<file path="src/rtl/psmrl_pkg.sv">
// shared types, constants and helper functions for the mouse packet rate limiter
// no dependencies
package psmrl_pkg;

    localparam int unsigned PERIOD_W = 20;
    localparam int unsigned STANDOFF_W = 8;
    localparam int unsigned ELAPSED_W = 21;
    localparam int unsigned SUM_W = 16;
    localparam int unsigned CFG_DATA_W = 20;
    localparam int unsigned CFG_IDX_W = 1;

    localparam logic [CFG_IDX_W-1:0] CFG_REPORT_PERIOD = 1'd0;
    localparam logic [CFG_IDX_W-1:0] CFG_STANDOFF_COUNT = 1'd1;

    localparam logic [PERIOD_W-1:0] REPORT_PERIOD_RST = 20'd25000;
    localparam logic [STANDOFF_W-1:0] STANDOFF_COUNT_RST = 8'd10;
    localparam logic [ELAPSED_W-1:0] ELAPSED_MAX = {ELAPSED_W{1'b1}};

    localparam int unsigned SYNC_BIT = 3;

    localparam int unsigned Q_DEPTH = 2;
    localparam int unsigned Q_PTR_W = 1;
    localparam int unsigned Q_CNT_W = 2;

    localparam logic [1:0] BYTE_IDX_HDR = 2'd0;
    localparam logic [1:0] BYTE_IDX_X = 2'd1;
    localparam logic [1:0] BYTE_IDX_Y = 2'd2;

    typedef enum logic [1:0] {
        OP_BYTE = 2'd0,
        OP_TICK = 2'd1,
        OP_ARM  = 2'd2,
        OP_NONE = 2'd3
    } op_t;

    typedef enum logic [3:0] {
        SYNC_HDR  = 4'b0001,
        SYNC_X    = 4'b0010,
        SYNC_Y    = 4'b0100,
        SYNC_NONE = 4'b1000
    } sync_t;

    typedef struct packed {
        logic       is_packet;
        logic [7:0] b0;
        logic [7:0] b1;
        logic [7:0] b2;
    } job_t;

    function automatic logic signed [SUM_W-1:0] sat_add(
        input logic signed [SUM_W-1:0] a,
        input logic [7:0] b
    );
        logic signed [SUM_W:0] s;
        s = {a[SUM_W-1], a} + {{(SUM_W-7){b[7]}}, b};
        if (s[SUM_W] != s[SUM_W-1])
            return s[SUM_W] ? {1'b1, {(SUM_W-1){1'b0}}} : {1'b0, {(SUM_W-1){1'b1}}};
        return s[SUM_W-1:0];
    endfunction

    function automatic logic [7:0] clamp8(input logic signed [SUM_W-1:0] v);
        if ((&v[SUM_W-1:7]) || !(|v[SUM_W-1:7]))
            return v[7:0];
        return v[SUM_W-1] ? 8'h80 : 8'h7f;
    endfunction

endpackage

</file>
<file path="src/rtl/psmrl_ifs.sv">
// valid/ready channel interfaces for the input items and the output bytes
// depends on nothing but the handshake convention
interface psmrl_in_if;
    logic       valid;
    logic       ready;
    logic [1:0] operation;
    logic [7:0] in_byte;

    modport source(output valid, output operation, output in_byte, input ready);
    modport sink(input valid, input operation, input in_byte, output ready);
endinterface

interface psmrl_out_if;
    logic       valid;
    logic       ready;
    logic [7:0] out_byte;
    logic       last_of_run;

    modport source(output valid, output out_byte, output last_of_run, input ready);
    modport sink(input valid, input out_byte, input last_of_run, output ready);
endinterface

</file>
<file path="src/rtl/psmrl_front.sv">
// front part: config registers, sync tracking, delta sums and rate limit
// depends on psmrl_pkg and psmrl_ifs; pushes output jobs into psmrl_queue
module psmrl_front
    import psmrl_pkg::*;
(
    input  logic                  clk,
    input  logic                  rst_n,
    input  logic                  cfg_we,
    input  logic [CFG_IDX_W-1:0]  cfg_index,
    input  logic [CFG_DATA_W-1:0] cfg_data,
    psmrl_in_if.sink              in_ch,
    input  logic                  q_full,
    output logic                  push,
    output job_t                  push_job
);

    logic [PERIOD_W-1:0]   report_period_reg;
    logic [STANDOFF_W-1:0] standoff_count_reg;
    sync_t                 sync_reg, sync_next;
    logic [7:0]            header_reg, header_next;
    logic signed [SUM_W-1:0] x_sum_reg, x_sum_next;
    logic signed [SUM_W-1:0] y_sum_reg, y_sum_next;
    logic [STANDOFF_W-1:0] standoff_left_reg, standoff_left_next;
    logic [ELAPSED_W-1:0]  elapsed_reg, elapsed_next;
    logic                  accept;
    logic signed [SUM_W-1:0] y_sum_new;

    assign in_ch.ready = !q_full;
    assign accept = in_ch.valid && in_ch.ready;
    assign y_sum_new = sat_add(y_sum_reg, in_ch.in_byte);

    always_ff @(posedge clk or negedge rst_n)
    begin
        if (!rst_n)
        begin
            report_period_reg  <= REPORT_PERIOD_RST;
            standoff_count_reg <= STANDOFF_COUNT_RST;
        end
        else if (cfg_we)
        begin
            unique case (cfg_index)
                CFG_REPORT_PERIOD:  report_period_reg <= cfg_data[PERIOD_W-1:0];
                CFG_STANDOFF_COUNT: standoff_count_reg <= cfg_data[STANDOFF_W-1:0];
                default:            ;
            endcase
        end
    end

    always_comb
    begin
        sync_next          = sync_reg;
        header_next        = header_reg;
        x_sum_next         = x_sum_reg;
        y_sum_next         = y_sum_reg;
        standoff_left_next = standoff_left_reg;
        elapsed_next       = elapsed_reg;
        push               = 1'b0;
        push_job           = '{is_packet: 1'b0, b0: in_ch.in_byte,
                               b1: clamp8(x_sum_reg), b2: clamp8(y_sum_new)};
        if (accept)
        begin
            unique case (op_t'(in_ch.operation))
                OP_TICK:
                begin
                    if (elapsed_reg != ELAPSED_MAX)
                        elapsed_next = elapsed_reg + 1'b1;
                end
                OP_ARM:
                    standoff_left_next = standoff_count_reg;
                OP_BYTE:
                begin
                    if (standoff_left_reg != '0)
                    begin
                        push               = 1'b1;
                        standoff_left_next = standoff_left_reg - 1'b1;
                        elapsed_next       = ELAPSED_MAX;
                    end
                    else
                    begin
                        unique case (sync_reg)
                            SYNC_NONE:
                            begin
                                if (in_ch.in_byte[SYNC_BIT])
                                begin
                                    header_next = in_ch.in_byte;
                                    sync_next   = SYNC_X;
                                end
                            end
                            SYNC_HDR:
                            begin
                                if (in_ch.in_byte[SYNC_BIT])
                                begin
                                    header_next = in_ch.in_byte;
                                    sync_next   = SYNC_X;
                                end
                                else
                                begin
                                    header_next = '0;
                                    x_sum_next  = '0;
                                    y_sum_next  = '0;
                                    sync_next   = SYNC_NONE;
                                end
                            end
                            SYNC_X:
                            begin
                                x_sum_next = sat_add(x_sum_reg, in_ch.in_byte);
                                sync_next  = SYNC_Y;
                            end
                            SYNC_Y:
                            begin
                                sync_next  = SYNC_HDR;
                                y_sum_next = y_sum_new;
                                if (elapsed_reg > {1'b0, report_period_reg})
                                begin
                                    push               = 1'b1;
                                    push_job.is_packet = 1'b1;
                                    push_job.b0        = header_reg;
                                    header_next        = '0;
                                    x_sum_next         = '0;
                                    y_sum_next         = '0;
                                    elapsed_next       = '0;
                                end
                            end
                            default:
                                sync_next = SYNC_NONE;
                        endcase
                    end
                end
                default:
                    ;
            endcase
        end
    end

    always_ff @(posedge clk or negedge rst_n)
    begin
        if (!rst_n)
        begin
            sync_reg          <= SYNC_NONE;
            header_reg        <= '0;
            x_sum_reg         <= '0;
            y_sum_reg         <= '0;
            standoff_left_reg <= '0;
            elapsed_reg       <= ELAPSED_MAX;
        end
        else
        begin
            sync_reg          <= sync_next;
            header_reg        <= header_next;
            x_sum_reg         <= x_sum_next;
            y_sum_reg         <= y_sum_next;
            standoff_left_reg <= standoff_left_next;
            elapsed_reg       <= elapsed_next;
        end
    end

    // synced positions past the header always hold a header with the sync bit
    a_hdr_sync_bit: assert property (@(posedge clk) disable iff (!rst_n)
        (sync_reg == SYNC_X || sync_reg == SYNC_Y) |-> header_reg[SYNC_BIT])
        else $error("header without sync bit while mid-packet");

    a_unsynced_clear: assert property (@(posedge clk) disable iff (!rst_n)
        (sync_reg == SYNC_HDR && accept && in_ch.operation == OP_BYTE
         && standoff_left_reg == '0 && !in_ch.in_byte[SYNC_BIT])
        |=> (sync_reg == SYNC_NONE && x_sum_reg == '0 && y_sum_reg == '0))
        else $error("lost sync did not clear the sums");

    a_push_elapsed: assert property (@(posedge clk) disable iff (!rst_n)
        (push && push_job.is_packet) |=> (elapsed_reg == '0))
        else $error("forwarded report did not restart the period");

endmodule

</file>
<file path="src/rtl/psmrl_queue.sv">
// short job queue between the front and back parts
// depends on psmrl_pkg for the job type and depth
module psmrl_queue
    import psmrl_pkg::*;
(
    input  logic clk,
    input  logic rst_n,
    input  logic push,
    input  job_t push_job,
    input  logic pop,
    output logic full,
    output logic not_empty,
    output job_t head_job
);

    job_t               entries [Q_DEPTH];
    logic [Q_PTR_W-1:0] wr_ptr_reg;
    logic [Q_PTR_W-1:0] rd_ptr_reg;
    logic [Q_CNT_W-1:0] count_reg, count_next;

    assign full      = (count_reg == Q_CNT_W'(Q_DEPTH));
    assign not_empty = (count_reg != '0);
    assign head_job  = entries[rd_ptr_reg];

    always_comb
    begin
        count_next = count_reg;
        if (push && !pop)
            count_next = count_reg + 1'b1;
        else if (pop && !push)
            count_next = count_reg - 1'b1;
    end

    always_ff @(posedge clk)
    begin
        if (push)
            entries[wr_ptr_reg] <= push_job;
    end

    always_ff @(posedge clk or negedge rst_n)
    begin
        if (!rst_n)
        begin
            wr_ptr_reg <= '0;
            rd_ptr_reg <= '0;
            count_reg  <= '0;
        end
        else
        begin
            if (push)
                wr_ptr_reg <= wr_ptr_reg + 1'b1;
            if (pop)
                rd_ptr_reg <= rd_ptr_reg + 1'b1;
            count_reg <= count_next;
        end
    end

    a_no_overflow: assert property (@(posedge clk) disable iff (!rst_n)
        push |-> !full)
        else $error("push into a full queue");

    a_no_underflow: assert property (@(posedge clk) disable iff (!rst_n)
        pop |-> not_empty)
        else $error("pop from an empty queue");

    a_ptr_count: assert property (@(posedge clk) disable iff (!rst_n)
        (count_reg == '0 || full) |-> (wr_ptr_reg == rd_ptr_reg))
        else $error("queue pointers disagree with the count");

endmodule

</file>
<file path="src/rtl/psmrl_back.sv">
// back part: serializes queued jobs into output bytes through an output register
// depends on psmrl_pkg and psmrl_ifs; pops jobs from psmrl_queue
module psmrl_back
    import psmrl_pkg::*;
(
    input  logic        clk,
    input  logic        rst_n,
    input  logic        q_not_empty,
    input  job_t        q_head,
    output logic        pop,
    psmrl_out_if.source out_ch
);

    logic       busy_reg, busy_next;
    job_t       job_reg, job_next;
    logic [1:0] idx_reg, idx_next;
    logic       out_valid_reg, out_valid_next;
    logic [7:0] out_byte_reg, out_byte_next;
    logic       out_last_reg, out_last_next;
    logic       can_emit;
    logic       last_byte;
    logic [7:0] sel_byte;

    assign out_ch.valid       = out_valid_reg;
    assign out_ch.out_byte    = out_byte_reg;
    assign out_ch.last_of_run = out_last_reg;

    assign can_emit  = !out_valid_reg || out_ch.ready;
    assign last_byte = !job_reg.is_packet || (idx_reg == BYTE_IDX_Y);

    always_comb
    begin
        unique case (idx_reg)
            BYTE_IDX_HDR: sel_byte = job_reg.b0;
            BYTE_IDX_X:   sel_byte = job_reg.b1;
            default:      sel_byte = job_reg.b2;
        endcase
    end

    always_comb
    begin
        busy_next      = busy_reg;
        job_next       = job_reg;
        idx_next       = idx_reg;
        out_valid_next = out_valid_reg;
        out_byte_next  = out_byte_reg;
        out_last_next  = out_last_reg;
        pop            = 1'b0;
        if (out_valid_reg && out_ch.ready)
            out_valid_next = 1'b0;
        if (busy_reg && can_emit)
        begin
            out_valid_next = 1'b1;
            out_byte_next  = sel_byte;
            out_last_next  = last_byte;
            if (last_byte)
                busy_next = 1'b0;
            else
                idx_next = idx_reg + 1'b1;
        end
        if ((!busy_reg || (can_emit && last_byte)) && q_not_empty)
        begin
            pop       = 1'b1;
            busy_next = 1'b1;
            job_next  = q_head;
            idx_next  = BYTE_IDX_HDR;
        end
    end

    always_ff @(posedge clk)
    begin
        job_reg      <= job_next;
        out_byte_reg <= out_byte_next;
        out_last_reg <= out_last_next;
    end

    always_ff @(posedge clk or negedge rst_n)
    begin
        if (!rst_n)
        begin
            busy_reg      <= 1'b0;
            idx_reg       <= BYTE_IDX_HDR;
            out_valid_reg <= 1'b0;
        end
        else
        begin
            busy_reg      <= busy_next;
            idx_reg       <= idx_next;
            out_valid_reg <= out_valid_next;
        end
    end

    a_idx_range: assert property (@(posedge clk) disable iff (!rst_n)
        busy_reg |-> (idx_reg == BYTE_IDX_HDR || idx_reg == BYTE_IDX_X
                      || idx_reg == BYTE_IDX_Y))
        else $error("byte index out of range");

    a_single_idx: assert property (@(posedge clk) disable iff (!rst_n)
        (busy_reg && !job_reg.is_packet) |-> (idx_reg == BYTE_IDX_HDR))
        else $error("single-byte job past its first byte");

    a_last_ends_job: assert property (@(posedge clk) disable iff (!rst_n)
        (busy_reg && can_emit && last_byte && !q_not_empty) |=> !busy_reg)
        else $error("job still busy after its last byte");

endmodule

</file>
<file path="src/rtl/ps2_mouse_packet_rate_limiter.sv">
// path: an input's first result byte passes the queue entry, the job register and the output register
// throughput: one input per cycle while the job queue is not full; each forwarded packet leaves as three
// output bytes, and a two-entry job queue lets input continue while bytes drain
// reset: report_period 25000, standoff_count 10, unsynced, sums and standoff cleared,
// elapsed time saturated so the first complete packet is forwarded
module ps2_mouse_packet_rate_limiter
    import psmrl_pkg::*;
(
    input  logic                  clk,
    input  logic                  rst_n,
    input  logic                  cfg_we,
    input  logic [CFG_IDX_W-1:0]  cfg_index,
    input  logic [CFG_DATA_W-1:0] cfg_data,
    psmrl_in_if.sink              in_ch,
    psmrl_out_if.source           out_ch
);

    logic q_full;
    logic q_not_empty;
    logic push;
    logic pop;
    job_t push_job;
    job_t head_job;

    psmrl_front u_front (
        .clk       (clk),
        .rst_n     (rst_n),
        .cfg_we    (cfg_we),
        .cfg_index (cfg_index),
        .cfg_data  (cfg_data),
        .in_ch     (in_ch),
        .q_full    (q_full),
        .push      (push),
        .push_job  (push_job)
    );

    psmrl_queue u_queue (
        .clk       (clk),
        .rst_n     (rst_n),
        .push      (push),
        .push_job  (push_job),
        .pop       (pop),
        .full      (q_full),
        .not_empty (q_not_empty),
        .head_job  (head_job)
    );

    psmrl_back u_back (
        .clk         (clk),
        .rst_n       (rst_n),
        .q_not_empty (q_not_empty),
        .q_head      (head_job),
        .pop         (pop),
        .out_ch      (out_ch)
    );

endmodule

</file>
<file path="src/flat_wrapper.sv">
// flat-port wrapper written by rule: the top's interface ports become plain ports
module ps2_mouse_packet_rate_limiter_flat import psmrl_pkg::*;
  (clk, rst_n, cfg_we, cfg_index, cfg_data, in_ch_valid, in_ch_operation, in_ch_in_byte, in_ch_ready, out_ch_valid, out_ch_out_byte, out_ch_last_of_run, out_ch_ready);
  psmrl_in_if in_ch_i ();
  psmrl_out_if out_ch_i ();
  input  logic clk;
  input  logic rst_n;
  input  logic cfg_we;
  input  logic [CFG_IDX_W-1:0] cfg_index;
  input  logic [CFG_DATA_W-1:0] cfg_data;
  input wire logic [$bits(in_ch_i.valid)-1:0] in_ch_valid;
  input wire logic [$bits(in_ch_i.operation)-1:0] in_ch_operation;
  input wire logic [$bits(in_ch_i.in_byte)-1:0] in_ch_in_byte;
  output wire logic [$bits(in_ch_i.ready)-1:0] in_ch_ready;
  output wire logic [$bits(out_ch_i.valid)-1:0] out_ch_valid;
  output wire logic [$bits(out_ch_i.out_byte)-1:0] out_ch_out_byte;
  output wire logic [$bits(out_ch_i.last_of_run)-1:0] out_ch_last_of_run;
  input wire logic [$bits(out_ch_i.ready)-1:0] out_ch_ready;
  assign in_ch_i.valid = in_ch_valid;
  assign in_ch_i.operation = in_ch_operation;
  assign in_ch_i.in_byte = in_ch_in_byte;
  assign in_ch_ready = in_ch_i.ready;
  assign out_ch_valid = out_ch_i.valid;
  assign out_ch_out_byte = out_ch_i.out_byte;
  assign out_ch_last_of_run = out_ch_i.last_of_run;
  assign out_ch_i.ready = out_ch_ready;
  ps2_mouse_packet_rate_limiter u_core (.clk(clk), .rst_n(rst_n), .cfg_we(cfg_we), .cfg_index(cfg_index), .cfg_data(cfg_data), .in_ch(in_ch_i), .out_ch(out_ch_i));
endmodule
</file>
<file path="config.mk">
export PLATFORM = sky130hd
export DESIGN_NAME = ps2_mouse_packet_rate_limiter_flat
export DESIGN_NICKNAME = d
export VERILOG_FILES = /design/src/rtl/psmrl_pkg.sv /design/src/rtl/psmrl_ifs.sv /design/src/rtl/psmrl_front.sv /design/src/rtl/psmrl_queue.sv /design/src/rtl/psmrl_back.sv /design/src/rtl/ps2_mouse_packet_rate_limiter.sv /design/src/flat_wrapper.sv
export SDC_FILE = /design/constraint.sdc
export NUM_CORES = 1
export LEC_CHECK = 0
export ABC_AREA = 0
export BUFFER_PORTS_ARGS = -buffer_cell sky130_fd_sc_hd__buf_2
export CORE_ASPECT_RATIO = 1.75
export CORE_MARGIN = 1.5
export CORE_UTILIZATION = 58
export CTS_BUF_LIST = sky130_fd_sc_hd__clkbuf_8
export DETAILED_ROUTE_END_ITERATION = 12
export GPL_ROUTABILITY_DRIVEN = 0
export PLACE_DENSITY = 0.85
export SETUP_SLACK_MARGIN = 0.02
export SLEW_MARGIN = 20
export SYNTH_ARGS = -nofsm -noshare
export SYNTH_HDL_FRONTEND = slang
export SYNTH_HIERARCHICAL = 1
export SYNTH_SLANG_ARGS = --single-unit
</file>
<file path="constraint.sdc">
create_clock -name clk -period 3.9 [get_ports clk]
set_input_delay 0.585 -clock clk [delete_from_list [all_inputs] [get_ports clk]]
set_output_delay 0.585 -clock clk [all_outputs]
set_load 0.02 [all_outputs]
</file>
==> results.toml, run 1 <==
[placed_design]
place_area_sq_um = 11400
dp.cells = 1294
dp_hpwl_um = 17200
io_buffers = 46

[synthesis]
synth.avg_cell_area_sq_um = 10.6
mappedNetlistArea_sq_um = 10600
ys_warn_count = 6
synth.net_count = 1105
synthTopCellsByArea = "edfxtp_1, dfrtp_1, dfstp_2"
ys_seq_area_frac = 0.497
async_flop_share = 0.565
synth_flop_cell = "edfxtp_1"
synth_largest_area_cell = "edfxtp_1"
netlist_instances = 1007
ys_ff_latch = 193
yosysUniqueCellTypes = 70
synth_edf_count = 84
synth_top_area_frac = 0.237

[floorplan]
die_w_um = 105
initial_core_util = 0.592
rows = 65
core_area_sq_um = 18000
die_h_um = 182
die-area_sq_um = 19200
ios = 47

[timing]
relSlewSlack = 0.324
tns_ps = 0
period_needed_ps = 3760
fin_worst_skew_ps = 11.7
max_freq_ghz = 0.266
slew_violations = 0
hold_viol_final = 0
fin_crit_sh = 0.964
setup_viol = 0
worst_slew_pin_slew_ps = 1010

[route]
drt-initial-drc-count = 555
wl_um = 23800
detail-route-antenna-nets = 0
dr.pass1.iters = 5
wl_per_cell_um = 17.9
route.vias.total = 8116
avgViaCountPerCell = 6.11
drcViolationCount = 0

[run]
cap_violations = 0

[global_route]
grt_pass1_wl_um = 39000
grt_remaining_overflow = 0
grt_use_total = 0.257
grt_pass1_vias = 8236
antenna_found_initial = 0
grt_max_degree = 49

[hold_path]
worstHoldPathType = "primary input to async pin"

[clock_tree]
htreeDepth = 4
hold_buffers = 0
ctsRootBufferMaster = "clkbuf_8"
clock_latency_ps = 480
cts_tree = "built"
cts.sinks = 193
clockBufferDepth = 2
cts_buffers = 17
clk_transition_reported_paths_ps = 100

[cells_and_area]
multiInputGateArea_sq_um = 5040
nets = 1179
fillers = 1354
drive_gt1_frac = 0.228
fin_area_sq_um = 11800
ff_latch_area_sq_um = 5290
antenna_cells = 0
syn_to_final_growth_pct = 11.2
largest_reg_flops = 50
fin_cells = 1328

[power]
p_int_mw = 3.98
p_clk_frac = 0.204
power.density_nw_per_um2 = 513
leakagePower_nw = 5.09
seqPwrFrac = 0.502
p_sw_frac = 0.344
power_switching_mw = 2.09
irDropWorstVdd_mv = 0.269
share_comb_of_total_power = 0.295

[worst_setup_path]
worst-path-max-fanout = 7
worstSetupStartpointType = "flop"
critPathCaptureType = "flop"
required_ps = 4130
path_class = "flop to flop"
worst-endpoint-arrival_ps = 3990
reg2reg_depth = 17

[run_status]
status = "finished, final reports clean"
-- layer usage --
layer  track usage  share of wire  vias to the layer above  routed length (um)
met4         0.149          0.046                        0                1100
met2         0.489           0.55                      260               13200
met3        0.0429          0.041                       90                 968
li1              -              -                     3819                   -
met5             0              0                        -                   0
met1         0.258           0.36                     3947                8600
-- through the flow --
step / util / hold slack (ps) / worst slack [ps] / total power, mW
2_1_floorplan: - / 289 / 61.5 / 4.32
4_1_cts: 0.652 / 110 / 14.1 / 6.06
6_report: 0.658 / 106 / 140 / 6.07
3_3_place_gp: 0.632 / 465 / -143 / 4.74
3_5_place_dp: 0.632 / 476 / -305 / 4.83
5_1_grt: 0.658 / 142 / -35.6 / 6.43
-- cell usage after synthesis, drive strengths merged (15+ instances only) --
cell type / number
nand2: 98
o21ai: 98
edfxtp: 84
a21oi: 80
dfrtp: 79
ha: 60
inv: 60
mux2: 42
nor2: 41
clkbuf: 34
dfstp: 30
nand3: 24
o31ai: 22
a21o: 20
o211ai: 18
xnor2: 15
-- cell families (layout without fill, tap and decap cells) --
group,after synthesis,in the layout,synth area share
buf+inv,102,189,0.0410
simple gates,263,263,0.125
compound gates,306,306,0.178
flops,193,193,0.497
fa+ha+maj,62,62,0.0743
mux,52,52,0.0605
xor+xnor,29,29,0.0239
-- path summary, 6_finish.rpt --
check / from / end / slack [ps]
hold reg to reg: u_core/u_front/y_sum_reg[12] / u_core/u_front/y_sum_reg[12] / 500
setup reg to reg: u_core/u_front/y_sum_reg[8] / u_core/u_queue/entries[0][3] / 140
min in group clk: cfg_data[16] / u_core/u_front/report_period_reg[16] / 300
max in group asynchronous: rst_n / u_core/u_front/y_sum_reg[1] / 2900
setup / recovery: u_core/u_front/y_sum_reg[8] / u_core/u_queue/entries[0][3] / 140
hold / removal: rst_n / u_core/u_front/report_period_reg[6] / 110
-- cell usage in the layout (no fill, tap or decap), types with 23 or more instances in the layout --
master / n
dfrtp_1: 77
mux2_2: 23
nand3_1: 24
nor2_1: 38
ha_1: 60
buf_4: 52
nand2_1: 97
edfxtp_1: 84
buf_2: 45
a21oi_1: 76
o21ai_0: 85
dfstp_2: 30
inv_1: 60
-- worst max-delay path: stages, from the launching register on --
cell and delay [ps]:
dfrtp_1 410, ha_1 320, a21oi_1 140, o21ai_1 150
or3_1 350, o21ai_2 140, o21bai_1 70, a21oi_1 120
o21bai_1 90, a21oi_2 190, xnor2_1 100, ha_1 350
inv_2 80, a211oi_2 230, o21ba_4 210, o2111ai_4 130
o221a_4 320, o21ai_2 90
-- power by group through the flow --
stage | sequential, mW | combinational, mW | clock [mW]
after floorplan | 3.00 | 1.32 | 0
after global placement | 3.06 | 1.68 | 0
after detailed placement | 3.08 | 1.75 | 0
after CTS | 3.04 | 1.77 | 1.26
after global routing | 3.09 | 2.00 | 1.34
final | 3.04 | 1.79 | 1.24
-- area by class of cell --
type / count / area share
Inverter: 60 / 0.0190
Multi-Input combinational cell: 712 / 0.426
Clock inverter: 15 / 0.0112
Sequential cell: 193 / 0.447
Tap cell: 234 / 0.0247
Clock buffer: 17 / 0.0198
Timing Repair Buffer: 97 / 0.0520
-- timing repair --
action / 4_1_cts / 5_1_grt
setup buffers: 0 / 2
setup endpoints to repair: 6 / 14
resized for setup: 3 / 28
pin swaps: 0 / 14
Note: power is estimated with default switching activity, not from simulation.
==> run 2: changes to the inputs <==
- HOLD_SLACK_MARGIN: unset -> 0.15
==> run 2 against run 1 <==
  * Die area stayed put
  * First-iteration DRC count is 3.8% higher
  * Critical path depth stayed put
  * Sequential power hardly changed
  * Register-to-register slack worse by 30 ps
  * Sequential share of layout area hardly changed
  * Largest power group unchanged
==> results.toml, run 2 (same netlist as run 1, synthesis figures left out) <==
[run_status]
status = "finished, final reports clean"

[timing]
fin_worst_skew_ps = 11.2
period_needed_ps = 3790
max_freq_ghz = 0.264
worst_slew_pin_slew_ps = 1020
fin_crit_sh = 0.972
hold_viol_final = 0
relSlewSlack = 0.320
slew_violations = 0
worst_slack_ps = 109
setup_viol = 0

[route]
route.vias.total = 8122
dr.pass1.iters = 6
detail-route-antenna-nets = 0
drt-initial-drc-count = 576
avgViaCountPerCell = 6.11
wl_per_cell_um = 17.9
wl_um = 23800
drcViolationCount = 0

[worst_setup_path]
critical_path.top_delay_family = "compound AO/OA/AOI/OAI gates"
path_class = "flop to flop"
critPathBufInv = 1
critPathCaptureType = "flop"
required_ps = 4130
worst-endpoint-arrival_ps = 4020
worstSetupStartpointType = "flop"
max_stage_delay_ps = 410
cp_slowest_cell = "dfrtp_1"
worst-path-max-fanout = 7
path_cells = "ha_1 > a21oi_1 > o21ai_1 > or3_1 > o21ai_2 > o21bai_1 > a21oi_1 > o21bai_1 > a21oi_2 > xnor2_1 > ha_1 > inv_2 > a211oi_2 > o21ba_4 > o2111ai_4 > o221a_4 > o21ai_2"

[placed_design]
io_buffers = 46
dpl_worst_slack_ps = -305
dp_hpwl_um = 17200

[floorplan]
ios = 47
rows = 65
die-area_sq_um = 19200
die_w_um = 105
core_area_sq_um = 18000
die_h_um = 182
initial_core_util = 0.592

[global_route]
use_met2 = 0.489
grt_max_degree = 49
grt_remaining_overflow = 0
grt_pass1_wl_um = 39000
antenna_found_initial = 0
grt_use_total = 0.257
grt_pass1_vias = 8236
use_met3 = 0.0429
use_met1 = 0.258
top_usage_layer = "met2"

[run]
cap_violations = 0

[cells_and_area]
nets = 1180
layout_common_cells = "nand2_1, o21ai_0, edfxtp_1"
final_common_cell = "nand2_1"
fillers = 1353
syn_to_final_growth_pct = 11.3
postLayoutCoreUtil = 0.659
antenna_cells = 0
drive_gt1_frac = 0.227
largest_reg_flops = 50

[clock_tree]
cts_buffers = 17
clk_transition_reported_paths_ps = 90
cts_tree = "built"
cts.sinks = 193
clock_latency_ps = 480
clockBufferDepth = 2
ctsRootBufferMaster = "clkbuf_8"
htreeDepth = 4

[power]
leakagePower_nw = 5.09
power.density_nw_per_um2 = 512
irDropWorstVdd_mv = 0.269

[hold_path]
worstHoldPathType = "primary input to flop"
-- run 2: final timing paths --
| path | from | endpoint | slack, ps | cells after the start |
|---|---|---|---|---|
| max | u_core/u_front/y_sum_reg[8] | u_core/u_queue/entries[0][3] | 110 | 17 |
| min | cfg_data[16] | u_core/u_front/report_period_reg[16] | 300 | 3 |
| max reg2reg | u_core/u_front/y_sum_reg[8] | u_core/u_queue/entries[0][3] | 110 | 17 |
| min reg2reg | u_core/u_front/y_sum_reg[12] | u_core/u_front/y_sum_reg[12] | 500 | 2 |
| max in group asynchronous | rst_n | u_core/u_front/y_sum_reg[1] | 2360 | 3 |
| min in group asynchronous | rst_n | u_core/u_front/report_period_reg[6] | 650 | 2 |
-- run 2: per-stage QoR --
stage	std cells	setup TNS, ps	power, mW	hold WS (ps)	instance area, sq um
6_report	1329	0	6.07	303	11800
5_1_grt	1329	-403	6.43	316	11800
4_1_cts	1327	0	6.07	291	11700
3_5_place_dp	1294	-4050	4.83	476	11400
3_3_place_gp	1294	-1880	4.74	465	11400
2_1_floorplan	1007	0	4.32	289	10700
-- run 2: area by class of cell --
class                   instances  area (sq um)  area share
clock buffers                  17           234      0.0198
clock inverters                15           133      0.0112
inverters                      60           225      0.0190
multi-input cells             712          5040       0.426
flip-flops and latches        193          5290       0.447
well taps                     234           293      0.0247
repair buffers                 98           626      0.0528
-- run 2: power by group --
group          leakage, nW  internal (mW)  switching, mW  total [mW]
clock                0.175          0.510          0.730        1.24
combinational         2.84          0.773           1.01        1.79
sequential            2.07           2.70          0.344        3.04
-- run 2: timing repair --
action / CTS / global route
endpoints found under the hold margin: 33 / 0
resized for setup: 3 / 28
cloned: 0 / 0
pin swaps: 0 / 14
hold buffers: 1 / 0
endpoints found under the setup margin: 6 / 14
buffers inserted: 0 / 2
-- run 2: metal layers --
layer  part of all wire  wire, um
met5                  0         0
met2               0.55     13200
met1               0.36      8580
met3              0.039       932
met4              0.048      1140
-- run 2: worst reg2reg max path, delay by kind of cell, from the launching register on --
| family | cells | cell delay [ps] |
|---|---|---|
| compound gates | 12 | 1920 |
| simple gates | 1 | 350 |
| buf+inv | 1 | 80 |
| xor+xnor | 1 | 100 |
| flops | 1 | 410 |
| fa+ha+maj | 2 | 680 |
==> run 3: changes to the inputs <==
- CORE_UTILIZATION: 58 -> 52
- PLACE_DENSITY: 0.85 -> 0.78
- SYNTH_HIERARCHICAL: 1 -> unset
==> run 3 against run 2 <==
  * The run now ends with negative setup slack left
  * Count of clock-buffer cells in the layout unchanged
  * Global-route usage shrank 0.52 points
  * Sequential share of layout area decreased by 1.5 points
  * Critical path type unchanged
  * Largest power group unchanged
  * Area after synthesis shrank 2.6%
  * Cell area rose by 3.4%
  * Worst hold slack got worse by 160 ps
  * Clock skew is 6.2 ps higher
  * Fmax down 15%
==> results.toml, run 3 <==
[timing]
fin_worst_skew_ps = 17.4
max_freq_ghz = 0.223
slew_violations = 0
period_needed_ps = 4480
worst_hold_slack_ps = 143
setup_viol = 14
fin_crit_sh = 1.15
worst_slack_ps = -576
relSlewSlack = 0.505
grt_setup_unrepaired = "yes"
hold_viol_final = 0
worst_slew_pin_slew_ps = 743

[run_status]
violations = "negative setup slack"
status = "finished with violations"

[synthesis]
synth_top_cells_by_count = "nand2_1, o21ai_0, edfxtp_1"
synth_top_family_by_area = "compound AO/OA/AOI/OAI gates"
ys_ff_latch = 193
synth-compound-area-share = 0.182
ys_seq_area_frac = 0.510
mappedNetlistArea_sq_um = 10400
synth.net_count = 1056
synth.avg_cell_area_sq_um = 10.8
synth_xor_xnor_area_share = 0.0254
synth-simple-area-share = 0.118
synth_flop_cell = "edfxtp_1"
synth_top_area_frac = 0.243
yosysMostFrequentCell = "nand2_1"
netlist_instances = 958
synthMuxAreaShare = 0.0570
ys_warn_count = 0
async_flop_share = 0.565
synth_largest_area_cell = "edfxtp_1"
synthAdderAreaFrac = 0.0763
yosysUniqueCellTypes = 69
synth_edf_count = 84
synthTopCellsByArea = "edfxtp_1, dfrtp_1, dfstp_2"

[floorplan]
die-area_sq_um = 20800
die_h_um = 190
die_w_um = 110
rows = 68
core_area_sq_um = 19700
initial_core_util = 0.527
ios = 47

[worst_setup_path]
critPathCaptureType = "flop"
max_stage_delay_ps = 440
path_cells = "ha_4 > a211oi_4 > o211ai_1 > a2111oi_4 > o21bai_1 > a21oi_1 > o21bai_1 > a21oi_1 > xnor2_1 > ha_1 > or3b_4 > nor4bb_4 > nand3_2 > and4b_2 > a211oi_4 > buf_6 > mux2_4"
worst-endpoint-arrival_ps = 4710
critical_path.top_delay_family = "compound AO/OA/AOI/OAI gates"
worst-path-max-fanout = 5
cp_slowest_cell = "or3b_4"
required_ps = 4130
critPathBufInv = 1
path_class = "flop to flop"
worstSetupStartpointType = "flop"

[hold_path]
worstHoldPathType = "primary input to async pin"

[clock_tree]
cts_buffers = 17
hold_buffers = 0
cts.sinks = 193
htreeDepth = 4
ctsRootBufferMaster = "clkbuf_8"
clk_transition_reported_paths_ps = 100
cts_tree = "built"
clock_latency_ps = 480
clockBufferDepth = 2

[power]
irDropWorstVdd_mv = 0.294
power.density_nw_per_um2 = 522
leakagePower_nw = 5.32

[global_route]
grt_pass1_vias = 8016
grt_pass1_wl_um = 39800
grt_use_total = 0.252
antenna_found_initial = 0
grt_max_degree = 83
grt_remaining_overflow = 0

[route]
avgViaCountPerCell = 5.93
drcViolationCount = 0
drt-initial-drc-count = 457
detail-route-antenna-nets = 0
dr.pass1.iters = 7
wl_um = 25000
wl_per_cell_um = 18.6
route.vias.total = 7977

[cells_and_area]
nets = 1185
drive_gt1_frac = 0.272
fillers = 1533
largest_reg_flops = 50
postLayoutCoreUtil = 0.623
syn_to_final_growth_pct = 18.1
antenna_cells = 0
layout_common_cells = "nand2_1, buf_4, o21ai_0"
fin_cells = 1345
final_common_cell = "nand2_1"

[placed_design]
dp_hpwl_um = 17900
io_buffers = 46
dp.cells = 1302

[run]
cap_violations = 0
run 3: worst paths after layout:
path,slack [ps],startpoint,end,cells past startpoint
worst max-delay path,-580,u_core.u_front.y_sum_reg[1],u_core.u_queue.entries[0][4],17
worst min-delay path,140,rst_n,u_core.u_front.standoff_left_reg[4],1
worst max register to register,-580,u_core.u_front.y_sum_reg[1],u_core.u_queue.entries[0][4],17
worst min register to register,490,u_core.u_front.header_reg[5],u_core.u_front.header_reg[5],2
max in group asynchronous,2980,rst_n,u_core.u_front.y_sum_reg[3],2
min in group clk,300,cfg_data[17],u_core.u_front.report_period_reg[17],3
run 3: layer usage:
| layer | GRT usage | up-vias | wire length, um |
|---|---|---|---|
| met5 | 0 | - | 0 |
| met4 | 0.137 | 0 | 1360 |
| met3 | 0.0411 | 95 | 900 |
| met2 | 0.474 | 227 | 13800 |
| met1 | 0.255 | 3864 | 8940 |
| li1 | - | 3791 | - |
run 3: cell type report:
type                            count  area (sq um)  share of cell area
Multi-Input combinational cell    686          4960               0.405
Tap cell                          245           307              0.0250
Timing Repair Buffer              146          1040              0.0853
Sequential cell                   193          5290               0.432
Inverter                           43           161              0.0132
Clock buffer                       17           234              0.0191
Clock inverter                     15           249              0.0203
run 3: logic make-up after synthesis:
group	after synthesis
xor gates and xnor gates	30
buffers and inverters	79
DFF	193
adders and majority gates	62
and+or+nand+nor	253
muxes	53
AOI/OAI and AO/OA	288
run 3: stage by stage:
step / power, mW / TNS (ps) / worst slack [ps] / instance area [sq um]
floorplan: 4.22 / -6420 / -484 / 10500
global placement: 4.73 / -10680 / -788 / 11600
detailed placement: 4.82 / -11220 / -825 / 11600
CTS: 6.39 / -6190 / -477 / 12100
global route: 6.75 / -9640 / -716 / 12200
finish: 6.39 / -7600 / -576 / 12200
run 3: timing repair:
action,in CTS,in global routing
setup endpoints to repair,14,21
pin swaps,10,15
resized for setup,5,9
buffers inserted,5,5
run 3: power by group:
group	total [mW]	switching (mW)	internal [mW]	leakage (nW)
sequential	3.03	0.341	2.69	2.12
clock	1.55	0.769	0.785	0.232
combinational	1.80	1.05	0.758	2.98
